==> src/rtl/frgf_pkg.sv <==
// Package for the frame resequencer: table sizes, field widths and shared types.
// No dependencies.
`timescale 1ns / 1ps
package frgf_pkg;
    localparam int TableDepth  = 16;
    localparam int IdxBits     = $clog2(TableDepth);
    localparam int NumBits     = 32;
    localparam int TagBits     = 16;
    localparam int GapBits     = 16;
    localparam int FillBits    = 5;
    localparam int CntBits     = $clog2(TableDepth + 1);
    localparam logic [NumBits-1:0] SpanLimit = NumBits'(50);

    localparam logic CfgGapLimit  = 1'b0;
    localparam logic CfgFillLimit = 1'b1;

    // request kinds
    localparam logic ReqFrame = 1'b0;
    localparam logic ReqFlush = 1'b1;

    localparam logic KindFrame = 1'b0;
    localparam logic KindRun   = 1'b1;

    // scan unit operation select
    typedef enum logic [1:0] {
        SCAN_MATCH,   // find valid entry equal to key
        SCAN_LOHI,    // min/max over entries >= key
        SCAN_MIN,     // min over all valid entries
        SCAN_FREE     // first free slot, plus valid count
    } scan_op_t;

    // result of one full scan pass
    typedef struct packed {
        logic               found;
        logic [IdxBits-1:0] idx;
        logic [NumBits-1:0] lo;
        logic [NumBits-1:0] hi;
        logic [CntBits-1:0] count;
    } scan_res_t;
endpackage

==> src/rtl/frgf_scan.sv <==
// Shared scan unit: walks the table one entry per cycle with a single
// compare path. Depends on frgf_pkg.
`timescale 1ns / 1ps
module frgf_scan (
    input  logic                         aclk,
    input  logic                         aresetn,
    input  logic                         start,
    input  frgf_pkg::scan_op_t           op,
    input  logic [frgf_pkg::NumBits-1:0] key,
    input  logic [frgf_pkg::TableDepth-1:0] valid,
    output logic [frgf_pkg::IdxBits-1:0] rd_idx,
    input  logic [frgf_pkg::NumBits-1:0] rd_num,
    output logic                         done,
    output frgf_pkg::scan_res_t          res
);
    logic                         busy_reg, busy_next;
    logic [frgf_pkg::IdxBits-1:0] idx_reg, idx_next;
    frgf_pkg::scan_op_t           op_reg, op_next;
    logic [frgf_pkg::NumBits-1:0] key_reg, key_next;
    frgf_pkg::scan_res_t          res_reg, res_next;
    logic                         done_reg, done_next;
    logic                         ev;

    assign rd_idx = idx_reg;
    assign done   = done_reg;
    assign res    = res_reg;
    assign ev     = valid[idx_reg];

    // one entry per cycle
    always_comb begin
        busy_next = busy_reg;
        idx_next  = idx_reg;
        op_next   = op_reg;
        key_next  = key_reg;
        res_next  = res_reg;
        done_next = 1'b0;
        if (start) begin
            busy_next = 1'b1;
            idx_next  = '0;
            op_next   = op;
            key_next  = key;
            res_next  = '0;
        end else if (busy_reg) begin
            unique case (op_reg)
                frgf_pkg::SCAN_MATCH: begin
                    if (ev && rd_num == key_reg && !res_reg.found) begin
                        res_next.found = 1'b1;
                        res_next.idx   = idx_reg;
                    end
                end
                frgf_pkg::SCAN_LOHI: begin
                    if (ev && rd_num >= key_reg) begin
                        if (!res_reg.found || rd_num < res_reg.lo) res_next.lo = rd_num;
                        if (!res_reg.found || rd_num > res_reg.hi) res_next.hi = rd_num;
                        res_next.found = 1'b1;
                    end
                end
                frgf_pkg::SCAN_MIN: begin
                    if (ev && (!res_reg.found || rd_num < res_reg.lo)) begin
                        res_next.lo    = rd_num;
                        res_next.idx   = idx_reg;
                        res_next.found = 1'b1;
                    end
                end
                frgf_pkg::SCAN_FREE: begin
                    if (ev) res_next.count = res_reg.count + 1'b1;
                    else if (!res_reg.found) begin
                        res_next.found = 1'b1;
                        res_next.idx   = idx_reg;
                    end
                end
                default: ;
            endcase
            if (idx_reg == frgf_pkg::IdxBits'(frgf_pkg::TableDepth - 1)) begin
                busy_next = 1'b0;
                done_next = 1'b1;
            end else begin
                idx_next = idx_reg + 1'b1;
            end
        end
    end

    always_ff @(posedge aclk) begin
        if (!aresetn) begin
            busy_reg <= 1'b0;
            done_reg <= 1'b0;
            idx_reg  <= '0;
            op_reg   <= frgf_pkg::SCAN_MATCH;
        end else begin
            busy_reg <= busy_next;
            done_reg <= done_next;
            idx_reg  <= idx_next;
            op_reg   <= op_next;
        end
        key_reg <= key_next;
        res_reg <= res_next;
    end
endmodule

==> src/rtl/frame_resequencer_gap_fill.sv <==
// Top level of the frame resequencer with gap fill: sequencer, table and
// result register. Depends on frgf_pkg and frgf_scan.
`timescale 1ns / 1ps
// Usage:
//   s_ channel takes one request: kind 0 stores frame_number/payload_tag,
//   kind 1 flushes the table. s_ready is high only while the block is idle.
//   m_ channel gives the results of that request in order, last marking
//   the final one; a request with no result gives nothing on m_.
//   gap_limit (index 0) and fill_limit (index 1) are written on cfg_ while idle.
//   Every table search is one pass of a shared compare unit over the 16
//   entries. A dropped arrival is done after the free slot search. A
//   stored arrival adds a match search, a drain search and a done state.
//   Each released frame or missing run adds an emit state and a drain
//   search, each drain round that released something a min/max search.
//   A flush adds one min search and one emit state per remaining entry,
//   one more emit state before a hole.
//   Each result waits in a pending register until the next one is known;
//   while m_ready is low a full output register holds and the sequencer waits.
//   Reset empties the table, sets the expected number to zero and the
//   registers to gap_limit 10, fill_limit 16; no clearing pass is needed.
module frame_resequencer_gap_fill (
    input  logic                          aclk,
    input  logic                          aresetn,
    input  logic                          s_valid,
    output logic                          s_ready,
    input  logic                          s_kind,
    input  logic [frgf_pkg::NumBits-1:0]  s_frame_number,
    input  logic [frgf_pkg::TagBits-1:0]  s_payload_tag,
    output logic                          m_valid,
    input  logic                          m_ready,
    output logic                          m_result_kind,
    output logic [frgf_pkg::NumBits-1:0]  m_out_number,
    output logic [frgf_pkg::NumBits-1:0]  m_run_length,
    output logic [frgf_pkg::TagBits-1:0]  m_out_tag,
    output logic                          m_last,
    input  logic                          cfg_we,
    input  logic                          cfg_index,
    input  logic [frgf_pkg::GapBits-1:0]  cfg_wdata
);
    typedef enum logic [3:0] {
        ST_IDLE, ST_FREE, ST_MATCH, ST_DRAIN, ST_LOHI, ST_FLUSH_MIN,
        ST_EMIT, ST_DONE
    } state_t;

    typedef enum logic [1:0] {
        RET_DRAIN, RET_FLUSH, RET_FLUSH_FRAME
    } ret_t;

    state_t state_reg, state_next;
    ret_t   ret_reg, ret_next;
    logic   flush_reg, flush_next;
    logic   any_reg, any_next;
    logic   pend_reg, pend_next;

    logic [frgf_pkg::GapBits-1:0]    gap_limit_reg;
    logic [frgf_pkg::FillBits-1:0]   fill_limit_reg;
    logic [frgf_pkg::NumBits-1:0]    expect_reg, expect_next;
    logic [frgf_pkg::TableDepth-1:0] valid_reg, valid_next;
    logic [frgf_pkg::NumBits-1:0]    num_mem [frgf_pkg::TableDepth];
    logic [frgf_pkg::TagBits-1:0]    tag_mem [frgf_pkg::TableDepth];
    logic [frgf_pkg::NumBits-1:0]    in_num_reg, in_num_next;
    logic [frgf_pkg::TagBits-1:0]    in_tag_reg, in_tag_next;
    logic [frgf_pkg::IdxBits-1:0]    free_idx_reg, free_idx_next;
    logic                            num_we, tag_we;
    logic [frgf_pkg::IdxBits-1:0]    wr_idx;

    // newest result, found by the last search
    logic                         n_kind_reg, n_kind_next;
    logic [frgf_pkg::NumBits-1:0] n_num_reg, n_num_next, n_len_reg, n_len_next;
    logic [frgf_pkg::TagBits-1:0] n_tag_reg, n_tag_next;

    // pending result, held until it is known whether it is the last one
    logic                         p_kind_reg, p_kind_next;
    logic [frgf_pkg::NumBits-1:0] p_num_reg, p_num_next, p_len_reg, p_len_next;
    logic [frgf_pkg::TagBits-1:0] p_tag_reg, p_tag_next;

    // frame that follows a hole run in a flush
    logic [frgf_pkg::NumBits-1:0] h_num_reg, h_num_next;
    logic [frgf_pkg::TagBits-1:0] h_tag_reg, h_tag_next;

    logic                         o_valid_reg, o_kind_reg, o_last_reg;
    logic [frgf_pkg::NumBits-1:0] o_num_reg, o_len_reg;
    logic [frgf_pkg::TagBits-1:0] o_tag_reg;
    logic                         o_load, o_last_next;

    // scan start requests issued from the sequencer
    logic                         go_reg, go_next;
    frgf_pkg::scan_op_t           go_op_reg, go_op_next;
    logic [frgf_pkg::NumBits-1:0] go_key_reg, go_key_next;

    logic [frgf_pkg::IdxBits-1:0]  sc_idx;
    logic                          sc_done;
    frgf_pkg::scan_res_t           sc_res;
    logic [frgf_pkg::FillBits-1:0] limit;
    logic                          o_free;
    logic                          skip;

    assign limit = (fill_limit_reg > frgf_pkg::FillBits'(frgf_pkg::TableDepth))
                   ? frgf_pkg::FillBits'(frgf_pkg::TableDepth) : fill_limit_reg;
    assign o_free  = !o_valid_reg || m_ready;
    assign s_ready = (state_reg == ST_IDLE);

    // hole before the smallest waiting number is too large and the span too wide
    assign skip = sc_res.found &&
                  (sc_res.lo - expect_reg) > frgf_pkg::NumBits'(gap_limit_reg) &&
                  (sc_res.hi - sc_res.lo) > frgf_pkg::SpanLimit;

    assign m_valid       = o_valid_reg;
    assign m_result_kind = o_kind_reg;
    assign m_out_number  = o_num_reg;
    assign m_run_length  = o_len_reg;
    assign m_out_tag     = o_tag_reg;
    assign m_last        = o_last_reg;

    frgf_scan u_scan (
        .aclk    (aclk),
        .aresetn (aresetn),
        .start   (go_reg),
        .op      (go_op_reg),
        .key     (go_key_reg),
        .valid   (valid_reg),
        .rd_idx  (sc_idx),
        .rd_num  (num_mem[sc_idx]),
        .done    (sc_done),
        .res     (sc_res)
    );

    // sequencer next state
    always_comb begin
        state_next    = state_reg;
        ret_next      = ret_reg;
        flush_next    = flush_reg;
        any_next      = any_reg;
        pend_next     = pend_reg;
        expect_next   = expect_reg;
        valid_next    = valid_reg;
        in_num_next   = in_num_reg;
        in_tag_next   = in_tag_reg;
        free_idx_next = free_idx_reg;
        n_kind_next   = n_kind_reg;
        n_num_next    = n_num_reg;
        n_len_next    = n_len_reg;
        n_tag_next    = n_tag_reg;
        p_kind_next   = p_kind_reg;
        p_num_next    = p_num_reg;
        p_len_next    = p_len_reg;
        p_tag_next    = p_tag_reg;
        h_num_next    = h_num_reg;
        h_tag_next    = h_tag_reg;
        go_next       = 1'b0;
        go_op_next    = go_op_reg;
        go_key_next   = go_key_reg;
        num_we        = 1'b0;
        tag_we        = 1'b0;
        wr_idx        = free_idx_reg;
        o_load        = 1'b0;
        o_last_next   = 1'b0;
        unique case (state_reg)
            ST_IDLE: begin
                if (s_valid) begin
                    in_num_next = s_frame_number;
                    in_tag_next = s_payload_tag;
                    flush_next  = (s_kind == frgf_pkg::ReqFlush);
                    any_next    = 1'b0;
                    go_next     = 1'b1;
                    if (s_kind == frgf_pkg::ReqFlush) begin
                        go_op_next  = frgf_pkg::SCAN_MATCH;
                        go_key_next = expect_reg;
                        state_next  = ST_DRAIN;
                    end else begin
                        go_op_next = frgf_pkg::SCAN_FREE;
                        state_next = ST_FREE;
                    end
                end
            end
            ST_FREE: begin
                if (sc_done) begin
                    if (frgf_pkg::FillBits'(sc_res.count) >= limit) begin
                        state_next = ST_IDLE;
                    end else begin
                        free_idx_next = sc_res.idx;
                        go_next       = 1'b1;
                        go_op_next    = frgf_pkg::SCAN_MATCH;
                        go_key_next   = in_num_reg;
                        state_next    = ST_MATCH;
                    end
                end
            end
            ST_MATCH: begin
                if (sc_done) begin
                    tag_we = 1'b1;
                    if (sc_res.found) begin
                        wr_idx = sc_res.idx;
                    end else begin
                        valid_next[free_idx_reg] = 1'b1;
                        num_we = 1'b1;
                    end
                    go_next     = 1'b1;
                    go_op_next  = frgf_pkg::SCAN_MATCH;
                    go_key_next = expect_reg;
                    state_next  = ST_DRAIN;
                end
            end
            ST_DRAIN: begin
                if (sc_done) begin
                    if (sc_res.found) begin
                        n_kind_next = frgf_pkg::KindFrame;
                        n_num_next  = num_mem[sc_res.idx];
                        n_len_next  = frgf_pkg::NumBits'(1);
                        n_tag_next  = tag_mem[sc_res.idx];
                        valid_next[sc_res.idx] = 1'b0;
                        expect_next = expect_reg + 1'b1;
                        any_next    = 1'b1;
                        ret_next    = RET_DRAIN;
                        state_next  = ST_EMIT;
                    end else if (any_reg) begin
                        any_next    = 1'b0;
                        go_next     = 1'b1;
                        go_op_next  = frgf_pkg::SCAN_LOHI;
                        go_key_next = expect_reg;
                        state_next  = ST_LOHI;
                    end else if (flush_reg) begin
                        go_next    = 1'b1;
                        go_op_next = frgf_pkg::SCAN_MIN;
                        state_next = ST_FLUSH_MIN;
                    end else begin
                        state_next = ST_DONE;
                    end
                end
            end
            ST_LOHI: begin
                if (sc_done) begin
                    if (skip) begin
                        n_kind_next = frgf_pkg::KindRun;
                        n_num_next  = expect_reg;
                        n_len_next  = sc_res.lo - expect_reg;
                        n_tag_next  = '0;
                        expect_next = sc_res.lo;
                        ret_next    = RET_DRAIN;
                        state_next  = ST_EMIT;
                    end else if (flush_reg) begin
                        go_next    = 1'b1;
                        go_op_next = frgf_pkg::SCAN_MIN;
                        state_next = ST_FLUSH_MIN;
                    end else begin
                        state_next = ST_DONE;
                    end
                end
            end
            ST_FLUSH_MIN: begin
                if (sc_done) begin
                    if (!sc_res.found) begin
                        state_next = ST_DONE;
                    end else begin
                        valid_next[sc_res.idx] = 1'b0;
                        h_num_next = sc_res.lo;
                        h_tag_next = tag_mem[sc_res.idx];
                        if (sc_res.lo > expect_reg) begin
                            n_kind_next = frgf_pkg::KindRun;
                            n_num_next  = expect_reg;
                            n_len_next  = sc_res.lo - expect_reg;
                            n_tag_next  = '0;
                            ret_next    = RET_FLUSH_FRAME;
                        end else begin
                            n_kind_next = frgf_pkg::KindFrame;
                            n_num_next  = sc_res.lo;
                            n_len_next  = frgf_pkg::NumBits'(1);
                            n_tag_next  = tag_mem[sc_res.idx];
                            ret_next    = RET_FLUSH;
                        end
                        // late entries leave the expected number alone
                        if (sc_res.lo >= expect_reg) expect_next = sc_res.lo + 1'b1;
                        state_next = ST_EMIT;
                    end
                end
            end
            ST_EMIT: begin
                // previous pending result goes out, the newest one becomes pending
                if (!pend_reg || o_free) begin
                    o_load      = pend_reg;
                    p_kind_next = n_kind_reg;
                    p_num_next  = n_num_reg;
                    p_len_next  = n_len_reg;
                    p_tag_next  = n_tag_reg;
                    pend_next   = 1'b1;
                    unique case (ret_reg)
                        RET_DRAIN: begin
                            go_next     = 1'b1;
                            go_op_next  = frgf_pkg::SCAN_MATCH;
                            go_key_next = expect_reg;
                            state_next  = ST_DRAIN;
                        end
                        RET_FLUSH: begin
                            go_next    = 1'b1;
                            go_op_next = frgf_pkg::SCAN_MIN;
                            state_next = ST_FLUSH_MIN;
                        end
                        RET_FLUSH_FRAME: begin
                            // the frame after the hole run is the next result
                            n_kind_next = frgf_pkg::KindFrame;
                            n_num_next  = h_num_reg;
                            n_len_next  = frgf_pkg::NumBits'(1);
                            n_tag_next  = h_tag_reg;
                            ret_next    = RET_FLUSH;
                            state_next  = ST_EMIT;
                        end
                        default: state_next = ST_DONE;
                    endcase
                end
            end
            ST_DONE: begin
                if (!pend_reg) begin
                    state_next = ST_IDLE;
                end else if (o_free) begin
                    o_load      = 1'b1;
                    o_last_next = 1'b1;
                    pend_next   = 1'b0;
                    state_next  = ST_IDLE;
                end
            end
            default: state_next = ST_IDLE;
        endcase
    end

    // sequencer registers, configuration and output register
    always_ff @(posedge aclk) begin
        if (!aresetn) begin
            state_reg      <= ST_IDLE;
            ret_reg        <= RET_DRAIN;
            flush_reg      <= 1'b0;
            any_reg        <= 1'b0;
            pend_reg       <= 1'b0;
            valid_reg      <= '0;
            expect_reg     <= '0;
            gap_limit_reg  <= frgf_pkg::GapBits'(10);
            fill_limit_reg <= frgf_pkg::FillBits'(16);
            o_valid_reg    <= 1'b0;
            go_reg         <= 1'b0;
            go_op_reg      <= frgf_pkg::SCAN_MATCH;
        end else begin
            state_reg  <= state_next;
            ret_reg    <= ret_next;
            flush_reg  <= flush_next;
            any_reg    <= any_next;
            pend_reg   <= pend_next;
            valid_reg  <= valid_next;
            expect_reg <= expect_next;
            go_reg     <= go_next;
            go_op_reg  <= go_op_next;
            if (cfg_we) begin
                unique case (cfg_index)
                    frgf_pkg::CfgGapLimit:  gap_limit_reg  <= cfg_wdata;
                    frgf_pkg::CfgFillLimit: fill_limit_reg <= cfg_wdata[frgf_pkg::FillBits-1:0];
                    default: ;
                endcase
            end
            if (o_load) o_valid_reg <= 1'b1;
            else if (m_ready) o_valid_reg <= 1'b0;
        end
        in_num_reg   <= in_num_next;
        in_tag_reg   <= in_tag_next;
        free_idx_reg <= free_idx_next;
        go_key_reg   <= go_key_next;
        n_kind_reg   <= n_kind_next;
        n_num_reg    <= n_num_next;
        n_len_reg    <= n_len_next;
        n_tag_reg    <= n_tag_next;
        p_kind_reg   <= p_kind_next;
        p_num_reg    <= p_num_next;
        p_len_reg    <= p_len_next;
        p_tag_reg    <= p_tag_next;
        h_num_reg    <= h_num_next;
        h_tag_reg    <= h_tag_next;
        if (o_load) begin
            o_last_reg <= o_last_next;
            o_kind_reg <= p_kind_reg;
            o_num_reg  <= p_num_reg;
            o_len_reg  <= p_len_reg;
            o_tag_reg  <= p_tag_reg;
        end
    end

    // table storage
    always_ff @(posedge aclk) begin
        if (num_we) num_mem[wr_idx] <= in_num_reg;
        if (tag_we) tag_mem[wr_idx] <= in_tag_reg;
    end
endmodule
==> config.mk <==
export PLATFORM = sky130hd
export DESIGN_NAME = frame_resequencer_gap_fill
export DESIGN_NICKNAME = d
export VERILOG_FILES = /design/src/rtl/frgf_pkg.sv /design/src/rtl/frgf_scan.sv /design/src/rtl/frame_resequencer_gap_fill.sv
export SDC_FILE = /design/constraint.sdc
export NUM_CORES = 2
export LEC_CHECK = 0
export ABC_CLOCK_PERIOD_IN_PS = 15500
export BUFFER_PORTS_ARGS = -buffer_cell sky130_fd_sc_hd__buf_2
export CORE_MARGIN = 3
export CORE_UTILIZATION = 60
export DETAILED_ROUTE_END_ITERATION = 6
export PLACE_DENSITY = 0.8
export SYNTH_ARGS = -nofsm -noshare
export SYNTH_HDL_FRONTEND = slang
export SYNTH_SLANG_ARGS = --single-unit
==> constraint.sdc <==
create_clock -name aclk -period 15.5 [get_ports aclk]
set_input_delay 3.1 -clock aclk [delete_from_list [all_inputs] [get_ports aclk]]
set_output_delay 3.1 -clock aclk [all_outputs]
set_load 0.02 [all_outputs]
==> results.md <==
- Synthesized cell area: 0.0620 sq mm
- CTS HTree Levels: 4
- P&R area growth vs syn: 10.7%
- Die area: 0.107 sq mm
- Slew at the pin with the worst max-slew slack: 1.20 ns
- Slew HR: 0.194
- Synth top area share: 0.570
- Gr ovfl total: 0
- Data required, critical path: 16.15 ns
- Detailed Route WL: 181000 um
- Final Net Count: 4495
- P_leak: 22.9 nW
- Type of the worst min-delay path: register to register
- FF-to-FF path depth: 23
- First DRT Iteration DRCs: 5636
- Number of flip-flops in the largest register: 512
- Arr. time, crit path: 7.37 ns
- Worst hold stages: 0
- Min Tclk post-route: 6.73 ns
- WL/cell: 31.6 um
- Detailed-route DRC error count: 0
- Crit path kind: register to register
- First-pass GRT wire length: 267000 um
- Final setup violation count: 0
- Synthesized flop and latch total: 1347
- Most frequent cell after synthesis: edfxtp_1
- Crit Path Max Fanout: 50
- Largest net degree at the start of global routing: 155
- Vias in the first global route: 39800
- Post-Syn Area per Cell: 15.1 sq um
- Max Root-Sink Buffers: 3
- PortBufs: 154
- Cts hold-fix bufs: 0
- Clock slew at reported path FFs: 0.06 ns
- DP Cell Count: 5470
- Overall Global Routing Usage: 0.340
- Vias/cell: 7.04
- Sum Neg Setup Slack: 0 ns
- # clock sinks: 1347
- Fraction of layout cells with a size suffix above 1: 0.207
- Ratio of final minimum period to clock period: 0.434
- Antenna-violating nets left: 0
- # IOs: 155
- Clk_skew: 0.0357 ns
- Initial Utilization: 0.607
- CTS Root Cell: clkbuf_16
- Die height: 327 um
- Setup Fix Bufs, Post-CTS: 0
- Row count: 117
- Main synth FF type: edfxtp_1
- PD cells: 114 mW/mm^2
- Pre-antenna DRT Iters: 6
- Seq/Total Area, Yosys: 0.625
- Synth unique cells: 92
- Fin cells: 5720
- Initial antenna violation count: 22
- Fillcell total: 6623
- Slew Viols, Final: 0
- Post-Synthesis Cells: 4105
- Die Width: 327 um
- Max IR drop VDD: 103 uV
- Num CTS Buffers: 136
- CTS tree: yes
- Final Hold Fails: 0
- Via count: 40300
- Yosys warns: 0
- Detailed Place HPWL: 112000 um
- Fin Hold WS: 0.413 ns
- Top cells by count, synth: 1176 x edfxtp_1, 404 x mux4_2, 264 x nor2_1
- Synth area leaders: edfxtp_1 57%, mux4_2 15%, dfxtp_1 5.5%
- Ys async rst share: 0
- Crit start category: register
- RSZ-0062 raised after global routing: false
- Max-cap violation count: 0
- Core area: 0.102 sq mm
- Post-layout util: 0.672
- Setup crit end kind: register
- Largest area contributor in the netlist: edfxtp_1
- RD Place Congestion: 1.01
- Worst-Skew Late Latency: 0.76 ns
- Post-CTS sizing: 0
- Syn Nets: 4360
- EDFF count, synth: 1176
- Status: finished clean
- Total Power: 7.81 mW
- Fmax: 149 MHz
## cells by family (layout without fill, tap and decap cells)
family | after synthesis | count (layout) | share of synthesized area
simple gates | 885 | 885 | 0.0663
flops | 1347 | 1347 | 0.625
fa+ha+maj | 184 | 184 | 0.0374
xor+xnor | 65 | 65 | 0.00918
compound gates | 752 | 752 | 0.0801
other cells | 0 | 8 | 0
buf+inv | 411 | 650 | 0.0259
mux | 461 | 461 | 0.156
## layout make-up
cell class	instances	area (sq um)	share of cell area
diodes	8	20.0	0.000292
clock buffers	161	3600	0.0525
flip-flops and latches	1347	38800	0.565
repair buffers	226	1320	0.0193
multi-input cells	2347	21800	0.318
inverters	182	683	0.00995
clock inverters	81	693	0.0101
well taps	1368	1710	0.0249
## final timing paths
path / from / end / slack (ns)
min reg2reg: n_num_reg[6]$_DFFE_PP_ / p_num_reg[6]$_DFFE_PP_ / 0.41
max: u_scan.res[37]$_SDFFE_PP0P_ / expect_reg[22]$_SDFFE_PN0P_ / 8.77
min: n_num_reg[6]$_DFFE_PP_ / p_num_reg[6]$_DFFE_PP_ / 0.41
max reg2reg: u_scan.res[37]$_SDFFE_PP0P_ / expect_reg[22]$_SDFFE_PN0P_ / 8.77
## per-stage QoR
| step | setup slack (ns) | cell area [sq um] |
|---|---|---|
| finish | 8.77 | 68600 |
| floorplan | 8.24 | 62000 |
| global route | 8.41 | 68600 |
| global placement | 9.06 | 64300 |
| CTS | 8.92 | 68600 |
| detailed placement | 8.99 | 64300 |
## placed cells by master (no fill, tap or decap), drive strengths merged, types with 9 or more instances in the layout
cell type and count:
a21o 71, o31ai 39, nand4 58, bufinv 9
a221oi 46, nand3 83, nor4 10, a31oi 23
nand2 261, nand2b 24, inv 188, edfxtp 1176
o21bai 10, or2 14, mux4 404, dfxtp 171
nor2 264, a22o 17, a21oi 237, and3 17
or3 16, o21a 28, mux2i 53, nand3b 9
a211o 15, clkbuf 161, o211ai 19, nor2b 29
xnor2 37, xor2 28, and2 31, buf 226
a211oi 27, ha 182, nor3 53, clkinv 59
o21ai 153
## power breakdown
group	leakage (nW)	internal (mW)	switching, mW
sequential	12.0	4.05	0.102
clock	2.09	1.82	1.39
combinational	8.76	0.165	0.287
total	22.9	6.03	1.78
## layer usage
layer  global-route usage  up-vias  share of wire
met5                    0        -        0.00087
met2                0.534     3166           0.47
met4                0.175       24          0.059
li1                     -    16500              -
met3                0.105      714           0.13
met1                0.429    19900           0.34
## critical path, cell delays in order, from the launching register on
cell and delay (ns):
dfxtp_1 0.47, inv_1 0.13, ha_1 0.23, fa_1 0.43, nand2b_1 0.19, a21oi_1 0.24
o21ai_0 0.31, o21ai_1 0.42, a21o_1 0.17, a21oi_1 0.07, xnor2_1 0.19, ha_1 0.28
a21o_1 0.16, a21oi_1 0.19, nand2_1 0.07, o31a_1 0.28, nor4_1 0.23, nand4_1 0.14
o41ai_1 0.60, a41oi_2 0.21, o21bai_4 0.23, buf_4 0.54, nor2_1 0.45, a221oi_2 0.35
No activity file was read; power rests on OpenSTA's default activity.
